## config.mk

```make
export PLATFORM = sky130hd
export DESIGN_NAME = priority_preemptive_ready_queue_core
export DESIGN_NICKNAME = d
export VERILOG_FILES = /design/src/sv/prq_pkg.sv /design/src/sv/prq_ram.sv /design/src/sv/prq_ctrl.sv /design/src/sv/prq_dpath.sv /design/src/sv/priority_preemptive_ready_queue_core.sv
export VERILOG_INCLUDE_DIRS = /design/src /design/src/sv
export SDC_FILE = /design/constraint.sdc
export NUM_CORES = 1
export LEC_CHECK = 0
export BUFFER_PORTS_ARGS = -buffer_cell sky130_fd_sc_hd__buf_2
export CORE_MARGIN = 4
export CORE_UTILIZATION = 55
export CTS_CLUSTER_SIZE = 10
export DETAILED_ROUTE_END_ITERATION = 10
export PLACE_DENSITY = 0.77
export SYNTH_ARGS = -nofsm -noshare
export SYNTH_HDL_FRONTEND = slang
export SYNTH_SLANG_ARGS = --single-unit
```

## constraint.sdc

```tcl
create_clock -name clk -period 5.4 [get_ports clk]
set_clock_uncertainty 0.15 [all_clocks]
set_input_delay 0 -clock clk [delete_from_list [all_inputs] [get_ports clk]]
set_output_delay 0 -clock clk [all_outputs]
set_load 0.01 [all_outputs]
```

## src/sv/assert_macros.svh

```systemverilog
// Assertion macros shared by the ready queue RTL.
// Simulation builds get concurrent assertions; synthesis builds get empty bodies.
`ifndef ASSERT_MACROS_SVH
`define ASSERT_MACROS_SVH
`ifndef SYNTHESIS
`define PRQ_ASSERT_NOW(label, clk, rst, ante, cons, msg) \
  label: assert property (@(posedge clk) disable iff (rst) (ante) |-> (cons)) else $error(msg);
`define PRQ_ASSERT_NEXT(label, clk, rst, ante, cons, msg) \
  label: assert property (@(posedge clk) disable iff (rst) (ante) |=> (cons)) else $error(msg);
`else
`define PRQ_ASSERT_NOW(label, clk, rst, ante, cons, msg)
`define PRQ_ASSERT_NEXT(label, clk, rst, ante, cons, msg)
`endif
`endif

```

## src/sv/prq_pkg.sv

```systemverilog
// Package for the priority ready queue: field widths, codes and the
// controller/datapath command and status structs. No dependencies.
`timescale 1ns / 1ps
`default_nettype none
package prq_pkg;

  localparam int ID_FIELD_W    = 6;
  localparam int PRIO_W        = 8;
  localparam int STATUS_W      = 2;
  localparam int LEVEL_FIELD_W = 4;
  localparam int IN_TDATA_W    = 16;
  localparam int OUT_USED_W    = STATUS_W + 1 + ID_FIELD_W + LEVEL_FIELD_W;
  localparam int OUT_TDATA_W   = 16;

  localparam logic REQ_ADD    = 1'b0;
  localparam logic REQ_REMOVE = 1'b1;

  typedef enum logic [STATUS_W-1:0] {
    ST_DONE      = 2'd0,
    ST_NOT_FOUND = 2'd1,
    ST_FULL      = 2'd2
  } status_t;

  typedef enum logic [3:0] {
    S_IDLE,
    S_DECODE,
    S_SRCH_RD,
    S_SRCH_CMP,
    S_SH_RD,
    S_SH_WR,
    S_COMMIT,
    S_SCAN,
    S_FRONT,
    S_RESULT
  } state_t;

  typedef struct packed {
    logic    load;
    logic    add_write;
    logic    search_read;
    logic    idx_inc;
    logic    shift_read;
    logic    shift_write;
    logic    remove_commit;
    logic    scan_dec;
    logic    scan_take;
    logic    front_read;
    logic    status_we;
    status_t status_val;
    logic    out_load;
  } prq_cmd_t;

  typedef struct packed {
    logic is_add;
    logic full;
    logic cnt_zero;
    logic match;
    logic idx_last;
    logic shift_last;
    logic empties_top;
    logic scan_hit;
    logic scan_zero;
    logic out_free;
  } prq_stat_t;

endpackage
`default_nettype wire

```

## src/sv/prq_ram.sv

```systemverilog
// Generic single-write, single-read RAM with a registered read port.
// No dependencies.
`timescale 1ns / 1ps
`default_nettype none
module prq_ram #(
  parameter int WIDTH  = 8,
  parameter int DEPTH  = 16,
  parameter int ADDR_W = $clog2(DEPTH)
) (
  input  wire logic              clk,
  input  wire logic              we,
  input  wire logic [ADDR_W-1:0] waddr,
  input  wire logic [WIDTH-1:0]  wdata,
  input  wire logic              re,
  input  wire logic [ADDR_W-1:0] raddr,
  output logic      [WIDTH-1:0]  rdata
);

  logic [WIDTH-1:0] mem [DEPTH];

  always_ff @(posedge clk) begin
    if (we) begin
      mem[waddr] <= wdata;
    end
    if (re) begin
      rdata <= mem[raddr];
    end
  end

endmodule
`default_nettype wire

```

## src/sv/prq_ctrl.sv

```systemverilog
// Controller state machine of the ready queue.
// Depends on prq_pkg; drives commands to prq_dpath and reads its status.
`timescale 1ns / 1ps
`default_nettype none
module prq_ctrl
  import prq_pkg::*;
(
  input  wire logic      clk,
  input  wire logic      rst,
  input  wire logic      s_axis_tvalid,
  output logic           s_axis_tready,
  input  wire prq_stat_t stat,
  output prq_cmd_t       cmd
);

  state_t state;
  state_t state_next;

  always_ff @(posedge clk) begin
    if (rst) begin
      state <= S_IDLE;
    end else begin
      state <= state_next;
    end
  end

  always_comb begin
    state_next = state;
    case (state)
      S_IDLE: begin
        if (s_axis_tvalid) begin
          state_next = S_DECODE;
        end
      end
      S_DECODE: begin
        if (stat.is_add || stat.cnt_zero) begin
          state_next = S_FRONT;
        end else begin
          state_next = S_SRCH_RD;
        end
      end
      S_SRCH_RD: state_next = S_SRCH_CMP;
      S_SRCH_CMP: begin
        if (stat.match) begin
          state_next = stat.idx_last ? S_COMMIT : S_SH_RD;
        end else if (stat.idx_last) begin
          state_next = S_FRONT;
        end else begin
          state_next = S_SRCH_RD;
        end
      end
      S_SH_RD: state_next = S_SH_WR;
      S_SH_WR: state_next = stat.shift_last ? S_COMMIT : S_SH_RD;
      S_COMMIT: state_next = stat.empties_top ? S_SCAN : S_FRONT;
      S_SCAN: begin
        if (stat.scan_hit || stat.scan_zero) begin
          state_next = S_FRONT;
        end
      end
      S_FRONT: state_next = S_RESULT;
      S_RESULT: begin
        if (stat.out_free) begin
          state_next = S_IDLE;
        end
      end
      default: state_next = S_IDLE;
    endcase
  end

  always_comb begin
    cmd           = '0;
    s_axis_tready = 1'b0;
    case (state)
      S_IDLE: begin
        s_axis_tready = 1'b1;
        if (s_axis_tvalid) begin
          cmd.load       = 1'b1;
          cmd.status_we  = 1'b1;
          cmd.status_val = ST_DONE;
        end
      end
      S_DECODE: begin
        if (stat.is_add) begin
          if (stat.full) begin
            cmd.status_we  = 1'b1;
            cmd.status_val = ST_FULL;
          end else begin
            cmd.add_write = 1'b1;
          end
        end else if (stat.cnt_zero) begin
          cmd.status_we  = 1'b1;
          cmd.status_val = ST_NOT_FOUND;
        end
      end
      S_SRCH_RD: cmd.search_read = 1'b1;
      S_SRCH_CMP: begin
        if (!stat.match) begin
          if (stat.idx_last) begin
            cmd.status_we  = 1'b1;
            cmd.status_val = ST_NOT_FOUND;
          end else begin
            cmd.idx_inc = 1'b1;
          end
        end
      end
      S_SH_RD: cmd.shift_read = 1'b1;
      S_SH_WR: begin
        cmd.shift_write = 1'b1;
        cmd.idx_inc     = 1'b1;
      end
      S_COMMIT: cmd.remove_commit = 1'b1;
      S_SCAN: begin
        if (stat.scan_hit) begin
          cmd.scan_take = 1'b1;
        end else if (!stat.scan_zero) begin
          cmd.scan_dec = 1'b1;
        end
      end
      S_FRONT: cmd.front_read = 1'b1;
      S_RESULT: cmd.out_load = stat.out_free;
      default: cmd = '0;
    endcase
  end

endmodule
`default_nettype wire

```

## src/sv/prq_dpath.sv

```systemverilog
// Datapath of the ready queue: request registers, level counts, top level, entry RAM
// (prq_ram) and output register. Depends on prq_pkg, prq_ram and assert_macros.svh.
`timescale 1ns / 1ps
`default_nettype none
`include "assert_macros.svh"
module prq_dpath
  import prq_pkg::*;
#(
  parameter int LEVELS       = 16,
  parameter int QUEUE_DEPTH  = 8,
  parameter int TASK_ID_BITS = 6
) (
  input  wire logic                   clk,
  input  wire logic                   rst,
  input  wire logic [IN_TDATA_W-1:0]  s_axis_tdata,
  output logic      [OUT_TDATA_W-1:0] m_axis_tdata,
  output logic                        m_axis_tvalid,
  input  wire logic                   m_axis_tready,
  input  wire prq_cmd_t               cmd,
  output prq_stat_t                   stat
);

  localparam int LVL_W     = $clog2(LEVELS);
  localparam int IDX_W     = (QUEUE_DEPTH > 1) ? $clog2(QUEUE_DEPTH) : 1;
  localparam int CNT_W     = $clog2(QUEUE_DEPTH + 1);
  localparam int CMP_W     = CNT_W + 1;
  localparam int ADDR_W    = LVL_W + IDX_W;
  localparam int RAM_DEPTH = LEVELS * (1 << IDX_W);

  logic                    in_req;
  logic [ID_FIELD_W-1:0]   in_id;
  logic [PRIO_W-1:0]       in_prio;
  logic [TASK_ID_BITS+ID_FIELD_W-1:0] in_id_wide;
  logic [LVL_W-1:0]        in_lvl;

  logic                    req_op;
  logic [TASK_ID_BITS-1:0] id_q;
  logic [LVL_W-1:0]        lvl_q;
  logic [CNT_W-1:0]        n_q;
  logic [IDX_W-1:0]        idx;
  logic [LVL_W-1:0]        sl;
  logic [LVL_W-1:0]        top;
  status_t                 status_q;
  logic                    vld_q;
  logic [CNT_W-1:0]        counts [LEVELS];
  logic [LEVELS-1:0]       nonempty;

  logic [CMP_W-1:0]        idx_p1;
  logic [CMP_W-1:0]        idx_p2;
  logic [CMP_W-1:0]        n_ext;

  logic                    ram_we;
  logic [ADDR_W-1:0]       ram_waddr;
  logic [TASK_ID_BITS-1:0] ram_wdata;
  logic                    ram_re;
  logic [ADDR_W-1:0]       ram_raddr;
  logic [TASK_ID_BITS-1:0] rd_data;

  logic [TASK_ID_BITS-1:0] front_id;
  logic [TASK_ID_BITS+ID_FIELD_W-1:0]  nt_wide;
  logic [LVL_W+LEVEL_FIELD_W-1:0]      tl_wide;
  logic [OUT_USED_W-1:0]   out_word;

  assign in_req     = s_axis_tdata[0];
  assign in_id      = s_axis_tdata[ID_FIELD_W:1];
  assign in_prio    = s_axis_tdata[ID_FIELD_W+PRIO_W:ID_FIELD_W+1];
  assign in_id_wide = {{TASK_ID_BITS{1'b0}}, in_id};
  assign in_lvl     = (in_prio > PRIO_W'(LEVELS - 1)) ? LVL_W'(LEVELS - 1)
                                                      : in_prio[LVL_W-1:0];

  for (genvar g = 0; g < LEVELS; g++) begin : g_nonempty
    assign nonempty[g] = (counts[g] != '0);
  end

  assign idx_p1 = CMP_W'(idx) + CMP_W'(1);
  assign idx_p2 = CMP_W'(idx) + CMP_W'(2);
  assign n_ext  = CMP_W'(n_q);

  always_comb begin
    stat.is_add      = (req_op == REQ_ADD);
    stat.full        = (n_q >= CNT_W'(QUEUE_DEPTH));
    stat.cnt_zero    = (n_q == '0);
    stat.match       = (rd_data == id_q);
    stat.idx_last    = (idx_p1 >= n_ext);
    stat.shift_last  = (idx_p2 >= n_ext);
    stat.empties_top = (n_q == CNT_W'(1)) && (lvl_q == top);
    stat.scan_hit    = nonempty[sl];
    stat.scan_zero   = (sl == '0);
    stat.out_free    = !m_axis_tvalid || m_axis_tready;
  end

  always_ff @(posedge clk) begin
    if (cmd.load) begin
      req_op <= in_req;
      id_q   <= in_id_wide[TASK_ID_BITS-1:0];
      lvl_q  <= in_lvl;
      n_q    <= counts[in_lvl];
      idx    <= '0;
    end else if (cmd.idx_inc) begin
      idx <= idx + IDX_W'(1);
    end
    if (cmd.status_we) begin
      status_q <= cmd.status_val;
    end
    if (cmd.front_read) begin
      vld_q <= nonempty[top];
    end
  end

  always_ff @(posedge clk) begin
    if (rst) begin
      for (int i = 0; i < LEVELS; i++) begin
        counts[i] <= '0;
      end
      top <= '0;
      sl  <= '0;
    end else begin
      if (cmd.add_write) begin
        counts[lvl_q] <= n_q + CNT_W'(1);
        if (lvl_q > top) begin
          top <= lvl_q;
        end
      end
      if (cmd.remove_commit) begin
        counts[lvl_q] <= n_q - CNT_W'(1);
        sl            <= LVL_W'(LEVELS - 1);
        if (stat.empties_top) begin
          top <= '0;
        end
      end
      if (cmd.scan_dec) begin
        sl <= sl - LVL_W'(1);
      end
      if (cmd.scan_take) begin
        top <= sl;
      end
    end
  end

  assign ram_we    = cmd.add_write || cmd.shift_write;
  assign ram_waddr = cmd.add_write ? {lvl_q, n_q[IDX_W-1:0]} : {lvl_q, idx};
  assign ram_wdata = cmd.add_write ? id_q : rd_data;
  assign ram_re    = cmd.search_read || cmd.shift_read || cmd.front_read;

  always_comb begin
    if (cmd.front_read) begin
      ram_raddr = {top, {IDX_W{1'b0}}};
    end else if (cmd.shift_read) begin
      ram_raddr = {lvl_q, idx_p1[IDX_W-1:0]};
    end else begin
      ram_raddr = {lvl_q, idx};
    end
  end

  prq_ram #(
    .WIDTH  (TASK_ID_BITS),
    .DEPTH  (RAM_DEPTH),
    .ADDR_W (ADDR_W)
  ) u_entries (
    .clk   (clk),
    .we    (ram_we),
    .waddr (ram_waddr),
    .wdata (ram_wdata),
    .re    (ram_re),
    .raddr (ram_raddr),
    .rdata (rd_data)
  );

  assign front_id = vld_q ? rd_data : '0;
  assign nt_wide  = {{ID_FIELD_W{1'b0}}, front_id};
  assign tl_wide  = {{LEVEL_FIELD_W{1'b0}}, top};
  assign out_word = {tl_wide[LEVEL_FIELD_W-1:0], nt_wide[ID_FIELD_W-1:0], vld_q, status_q};

  always_ff @(posedge clk) begin
    if (rst) begin
      m_axis_tvalid <= 1'b0;
    end else if (cmd.out_load) begin
      m_axis_tvalid <= 1'b1;
    end else if (m_axis_tready) begin
      m_axis_tvalid <= 1'b0;
    end
  end

  always_ff @(posedge clk) begin
    if (cmd.out_load) begin
      m_axis_tdata <= OUT_TDATA_W'(out_word);
    end
  end

  `PRQ_ASSERT_NOW(a_add_not_full, clk, rst, cmd.add_write, !stat.full, "add written to a full level")
  `PRQ_ASSERT_NOW(a_commit_nonempty, clk, rst, cmd.remove_commit, !stat.cnt_zero, "remove on an empty level")
  `PRQ_ASSERT_NOW(a_scan_no_wrap, clk, rst, cmd.scan_dec, !stat.scan_zero, "level scan wrapped below zero")
  `PRQ_ASSERT_NEXT(a_out_loaded, clk, rst, cmd.out_load, m_axis_tvalid, "result word not presented")

endmodule
`default_nettype wire

```

## src/sv/priority_preemptive_ready_queue_core.sv

```systemverilog
// Top level of the fixed-priority ready queue: controller plus datapath.
// Depends on prq_pkg, prq_ctrl, prq_dpath and prq_ram.
`timescale 1ns / 1ps
`default_nettype none
// Ready queue for a preemptive fixed-priority scheduler. Each input word adds
// or removes a task id at a priority level (clamped to LEVELS-1), and each one
// returns exactly one result word with a status and the current pick, the
// front task of the highest non-empty level. Words are handled one at a time
// by a controller that steps through a single entry RAM with one read and one
// write port. An add writes the id at the tail of its level unless that level
// is full. A remove reads and compares the entries of its level in order
// until it finds the id, then shifts the later entries down one place and
// commits the new count; when it empties the top level, a scan steps down the
// levels to find the new top. Only a level holding a single entry can be
// emptied. Each word ends by reading the front entry and waiting for the
// output register to free up. The next word is taken as soon as the result
// is in the output register, even if it is not yet read.
module priority_preemptive_ready_queue_core
  import prq_pkg::*;
#(
  parameter int LEVELS       = 16,
  parameter int QUEUE_DEPTH  = 8,
  parameter int TASK_ID_BITS = 6
) (
  input  wire logic                   clk,
  input  wire logic                   rst,
  input  wire logic                   s_axis_tvalid,
  output logic                        s_axis_tready,
  // req_type[0], task_id[6:1], task_priority[14:7], zero[15]
  input  wire logic [IN_TDATA_W-1:0]  s_axis_tdata,
  output logic                        m_axis_tvalid,
  input  wire logic                   m_axis_tready,
  // status[1:0], next_valid[2], next_task[8:3], top_level[12:9], zero[15:13]
  output logic      [OUT_TDATA_W-1:0] m_axis_tdata
);

  prq_cmd_t  cmd;
  prq_stat_t stat;

  prq_ctrl u_ctrl (
    .clk           (clk),
    .rst           (rst),
    .s_axis_tvalid (s_axis_tvalid),
    .s_axis_tready (s_axis_tready),
    .stat          (stat),
    .cmd           (cmd)
  );

  prq_dpath #(
    .LEVELS       (LEVELS),
    .QUEUE_DEPTH  (QUEUE_DEPTH),
    .TASK_ID_BITS (TASK_ID_BITS)
  ) u_dpath (
    .clk           (clk),
    .rst           (rst),
    .s_axis_tdata  (s_axis_tdata),
    .m_axis_tdata  (m_axis_tdata),
    .m_axis_tvalid (m_axis_tvalid),
    .m_axis_tready (m_axis_tready),
    .cmd           (cmd),
    .stat          (stat)
  );

endmodule
`default_nettype wire
```

==> flow_metrics.py <==
metrics = {
    "outcome": {
        "status": "finished, final reports clean",
    },
    "final_layout": {
        "final_nets": 2402,
        "instances_no_fill": 3252,
        "area_growth_pct": 11.3,
        "final_core_util_pct": 61.9,
        "drive_above_1_share_pct": 15.4,
        "regArea_sq_um": 26400,
        "multi_input_area_sq_um": 9610,
        "final_cell_area_sq_um": 40900,
        "nFillCells": 4507,
    },
    "synthesis": {
        "synth_cell_types": 82,
        "yosys.area.top_type_share_pct": 70.9,
        "synthArstFlopShare_pct": 0,
        "avgSynthCellArea_sq_um": 16.3,
        "synthMostInstantiatedCell": "edfxtp_1",
        "yosys_warnings": 0,
        "ys_seq_area_share_pct": 71.8,
        "synth-main-ff-cell": "edfxtp_1",
        "synth_area_sq_um": 36800,
        "synthCells": 2264,
        "ys_seq_elements": 885,
        "synth_edf_count": 869,
        "yosys-top-cells-count": "edfxtp_1, nand2_1, nor2_1",
        "yosysTopAreaCell": "edfxtp_1",
        "synthTopCellsByArea": "edfxtp_1, mux4_2, nand2_1",
    },
    "grt": {
        "grt_use_total_pct": 25.2,
        "overflow": 0,
        "grt_pass1_vias": 21900,
        "grt_max_degree": 129,
        "grt_pass1_wl_um": 135000,
        "antenna_found_initial": 0,
    },
    "floorplanning": {
        "initial_core_util_pct": 55.7,
        "die_h_um": 267,
        "fp.dieW_um": 267,
        "dieArea_sq_um": 71100,
        "core_region_area_sq_um": 66100,
        "io_pins": 38,
        "rows": 94,
    },
    "route": {
        "num_vias": 21600,
        "detail-route-antenna-nets": 0,
        "wl_per_cell_um": 27.6,
        "drt-initial-drc-count": 2965,
        "via_per_inst": 6.63,
        "dr.pass1.iters": 6,
        "drc": 0,
        "wl_um": 89600,
    },
    "critical_path": {
        "r2r-start": "u_ctrl.state[0]$_SDFFE_PP0P_",
        "startpoint_type": "input pin",
        "criticalPathCategory": "input pin to register",
        "ff2ff_path_depth": 8,
        "worstPathMaxFanout": 13,
        "critPathRequiredTime_ns": 5.75,
        "critPathArrivalTime_ns": 5.17,
        "rr_endpoint": "u_dpath.u_entries.rdata[3]$_DFFE_PP_",
        "cp-end-kind": "register",
        "r2r_setup_slack_ns": 0.81,
    },
    "timing": {
        "rsz0062_at_grt": "false",
        "final-hold-violation-count": 0,
        "max_slew_margin_pct": 12.7,
        "timing.fmax_ghz": 0.208,
        "slew_viol_final": 0,
        "fin_crit_sh_pct": 89.2,
        "setup_tns_ns": 0,
        "finalCriticalPeriod_ns": 4.82,
        "worst_pin_slew_ns": 1.31,
        "timing.hold.ws_ns": 0.0958,
        "setup_violations": 0,
    },
    "cts": {
        "postCtsSetupBuffers": 0,
        "cts_num_sinks": 885,
        "tritoncts": "yes",
        "root_buffer": "clkbuf_16",
        "cts_buffers": 99,
        "clk_latency_ns": 0.65,
        "clockBufferDepth": 3,
        "h-tree-depth": 3,
        "clkSlewWorstSetupHoldPaths_ns": 0.05,
    },
    "min_path": {
        "min_path_cells": 7,
        "hold_class": "input pin to register",
        "hold_end": "u_dpath.n_q[2]$_DFFE_PP_",
        "hold_start": "s_axis_tdata[13]",
    },
    "place": {
        "dpl-instance-area_sq_um": 37900,
        "hpwl_um": 53400,
        "port-buffer-count": 33,
        "place_inst": 3095,
        "gp_congestion": 0.914,
    },
    "power": {
        "switchingPower_mw": 4.12,
        "peakVddDrop_uv": 245,
        "p_leak_nw": 13.2,
        "sw_frac_of_total_pct": 25.3,
        "combinationalPowerShare_pct": 13.5,
        "cellPowerDensity_nw_per_um2": 398,
        "seqPwrFrac_pct": 50.7,
        "pwr-share-clk_pct": 35.9,
        "internal_power_mw": 12.2,
    },
    "flow_run": {
        "drv_cap": 0,
    },
}
[per-layer routing]
metal	track usage (%)	wire [um]
met2	38.8	42000
met4	13.3	4610
met1	33.9	33000
met5	0	0
met3	6.07	10000
[sequential cells by signal (all words and copies together) (netlist names), 6 cells and up]
signal and count:
u_dpath.counts 64, u_dpath.u_entries.rdata 6, u_dpath.id_q 6, u_dpath.m_axis_tdata 13
u_dpath.u_entries.mem 768
[metrics by stage]
stage | total power, mW | setup WS, ns
2_1_floorplan | 9.65 | 2.00
3_3_place_gp | 10.4 | 1.24
5_1_grt | 16.7 | 0.363
3_5_place_dp | 10.5 | 1.11
6_report | 16.3 | 0.584
4_1_cts | 16.3 | 0.749
[cell type report]
type,count,share of cell area [%]
well taps,864,2.64
multi-input cells,1229,23.5
inverters,22,0.202
flip-flops and latches,885,64.5
clock buffers,121,6.41
clock inverters,5,0.168
repair buffers,125,2.58
diodes,1,0.00611
[how the worst max path moves through the flow]
stage	start	endpoint	slack (ns)	cells past startpoint
floorplan	u_ctrl.state[1]$_SDFFE_PP0P_	u_dpath.status_q[0]$_DFFE_PP_	2.00	5
global placement	u_ctrl.state[0]$_SDFFE_PP0P_	u_dpath.u_entries.rdata[3]$_DFFE_PP_	1.24	8
detailed placement	u_ctrl.state[0]$_SDFFE_PP0P_	u_dpath.u_entries.rdata[1]$_DFFE_PP_	1.11	8
CTS	s_axis_tdata[14]	u_dpath.n_q[0]$_DFFE_PP_	0.75	14
global route	s_axis_tdata[14]	u_dpath.n_q[0]$_DFFE_PP_	0.36	14
finish	s_axis_tdata[14]	u_dpath.n_q[0]$_DFFE_PP_	0.58	14
[power groups by stage]
stage	logic, mW	clock network [mW]	registers, mW
global placement	2.03	0	8.37
global route	2.30	6.19	8.25
finish	2.19	5.84	8.25
floorplan	1.29	0	8.36
CTS	2.15	5.89	8.24
detailed placement	2.12	0	8.38
[critical path, cell delays in order]
cell and delay, ns:
dlygate4sd3_1 0.54, buf_2 0.13, or4_1 0.54, dlygate4sd3_1 0.65, nor2_1 0.93, a22oi_1 0.18, nand2_1 0.12, o21ai_0 0.09
nand2_1 0.11, dlygate4sd3_1 0.59, nand3_1 0.09, dlygate4sd3_1 0.58, o21ai_0 0.07, dlygate4sd3_1 0.55
[kinds of logic after synthesis]
| logic type | count (synthesis) | synth area share, % |
|---|---|---|
| other | 1 | 0.0102 |
| multiplexers | 209 | 10.8 |
| AO/OA/AOI/OAI | 269 | 5.31 |
| AND/OR/NAND/NOR | 716 | 8.79 |
| flip-flops | 885 | 71.8 |
| adder cells (fa/ha/maj) | 20 | 0.680 |
| XOR/XNOR | 12 | 0.286 |
| buffers and inverters | 152 | 2.38 |
[timing repair]
action / CTS / global route
hold buffers: 30 / 0
hold endpoints to repair: 98 / 0
resized for setup: 0 / 0
[cell usage in the layout (no fill, tap or decap), drive strengths merged, types with 5 or more instances in the layout]
cell type	count
nor4	22
or3	6
a221oi	8
o31ai	5
a22oi	43
nor4bb	5
and2	14
xor2	6
dfxtp	16
mux2i	51
nand2	245
inv	25
xnor2	6
a21oi	37
dlygate4sd3	30
a31oi	17
edfxtp	869
buf	95
nor3	15
nand3	80
o22ai	5
a211oi	27
o21ai	35
ha	20
o211ai	8
a22o	8
mux2	16
nand2b	23
clkbuf	121
nor2b	10
mux4	142
nor2	244
nand4	12
and3	25
a32o	11
o221ai	9
a311oi	12
No activity file was read; power rests on OpenSTA's default activity.
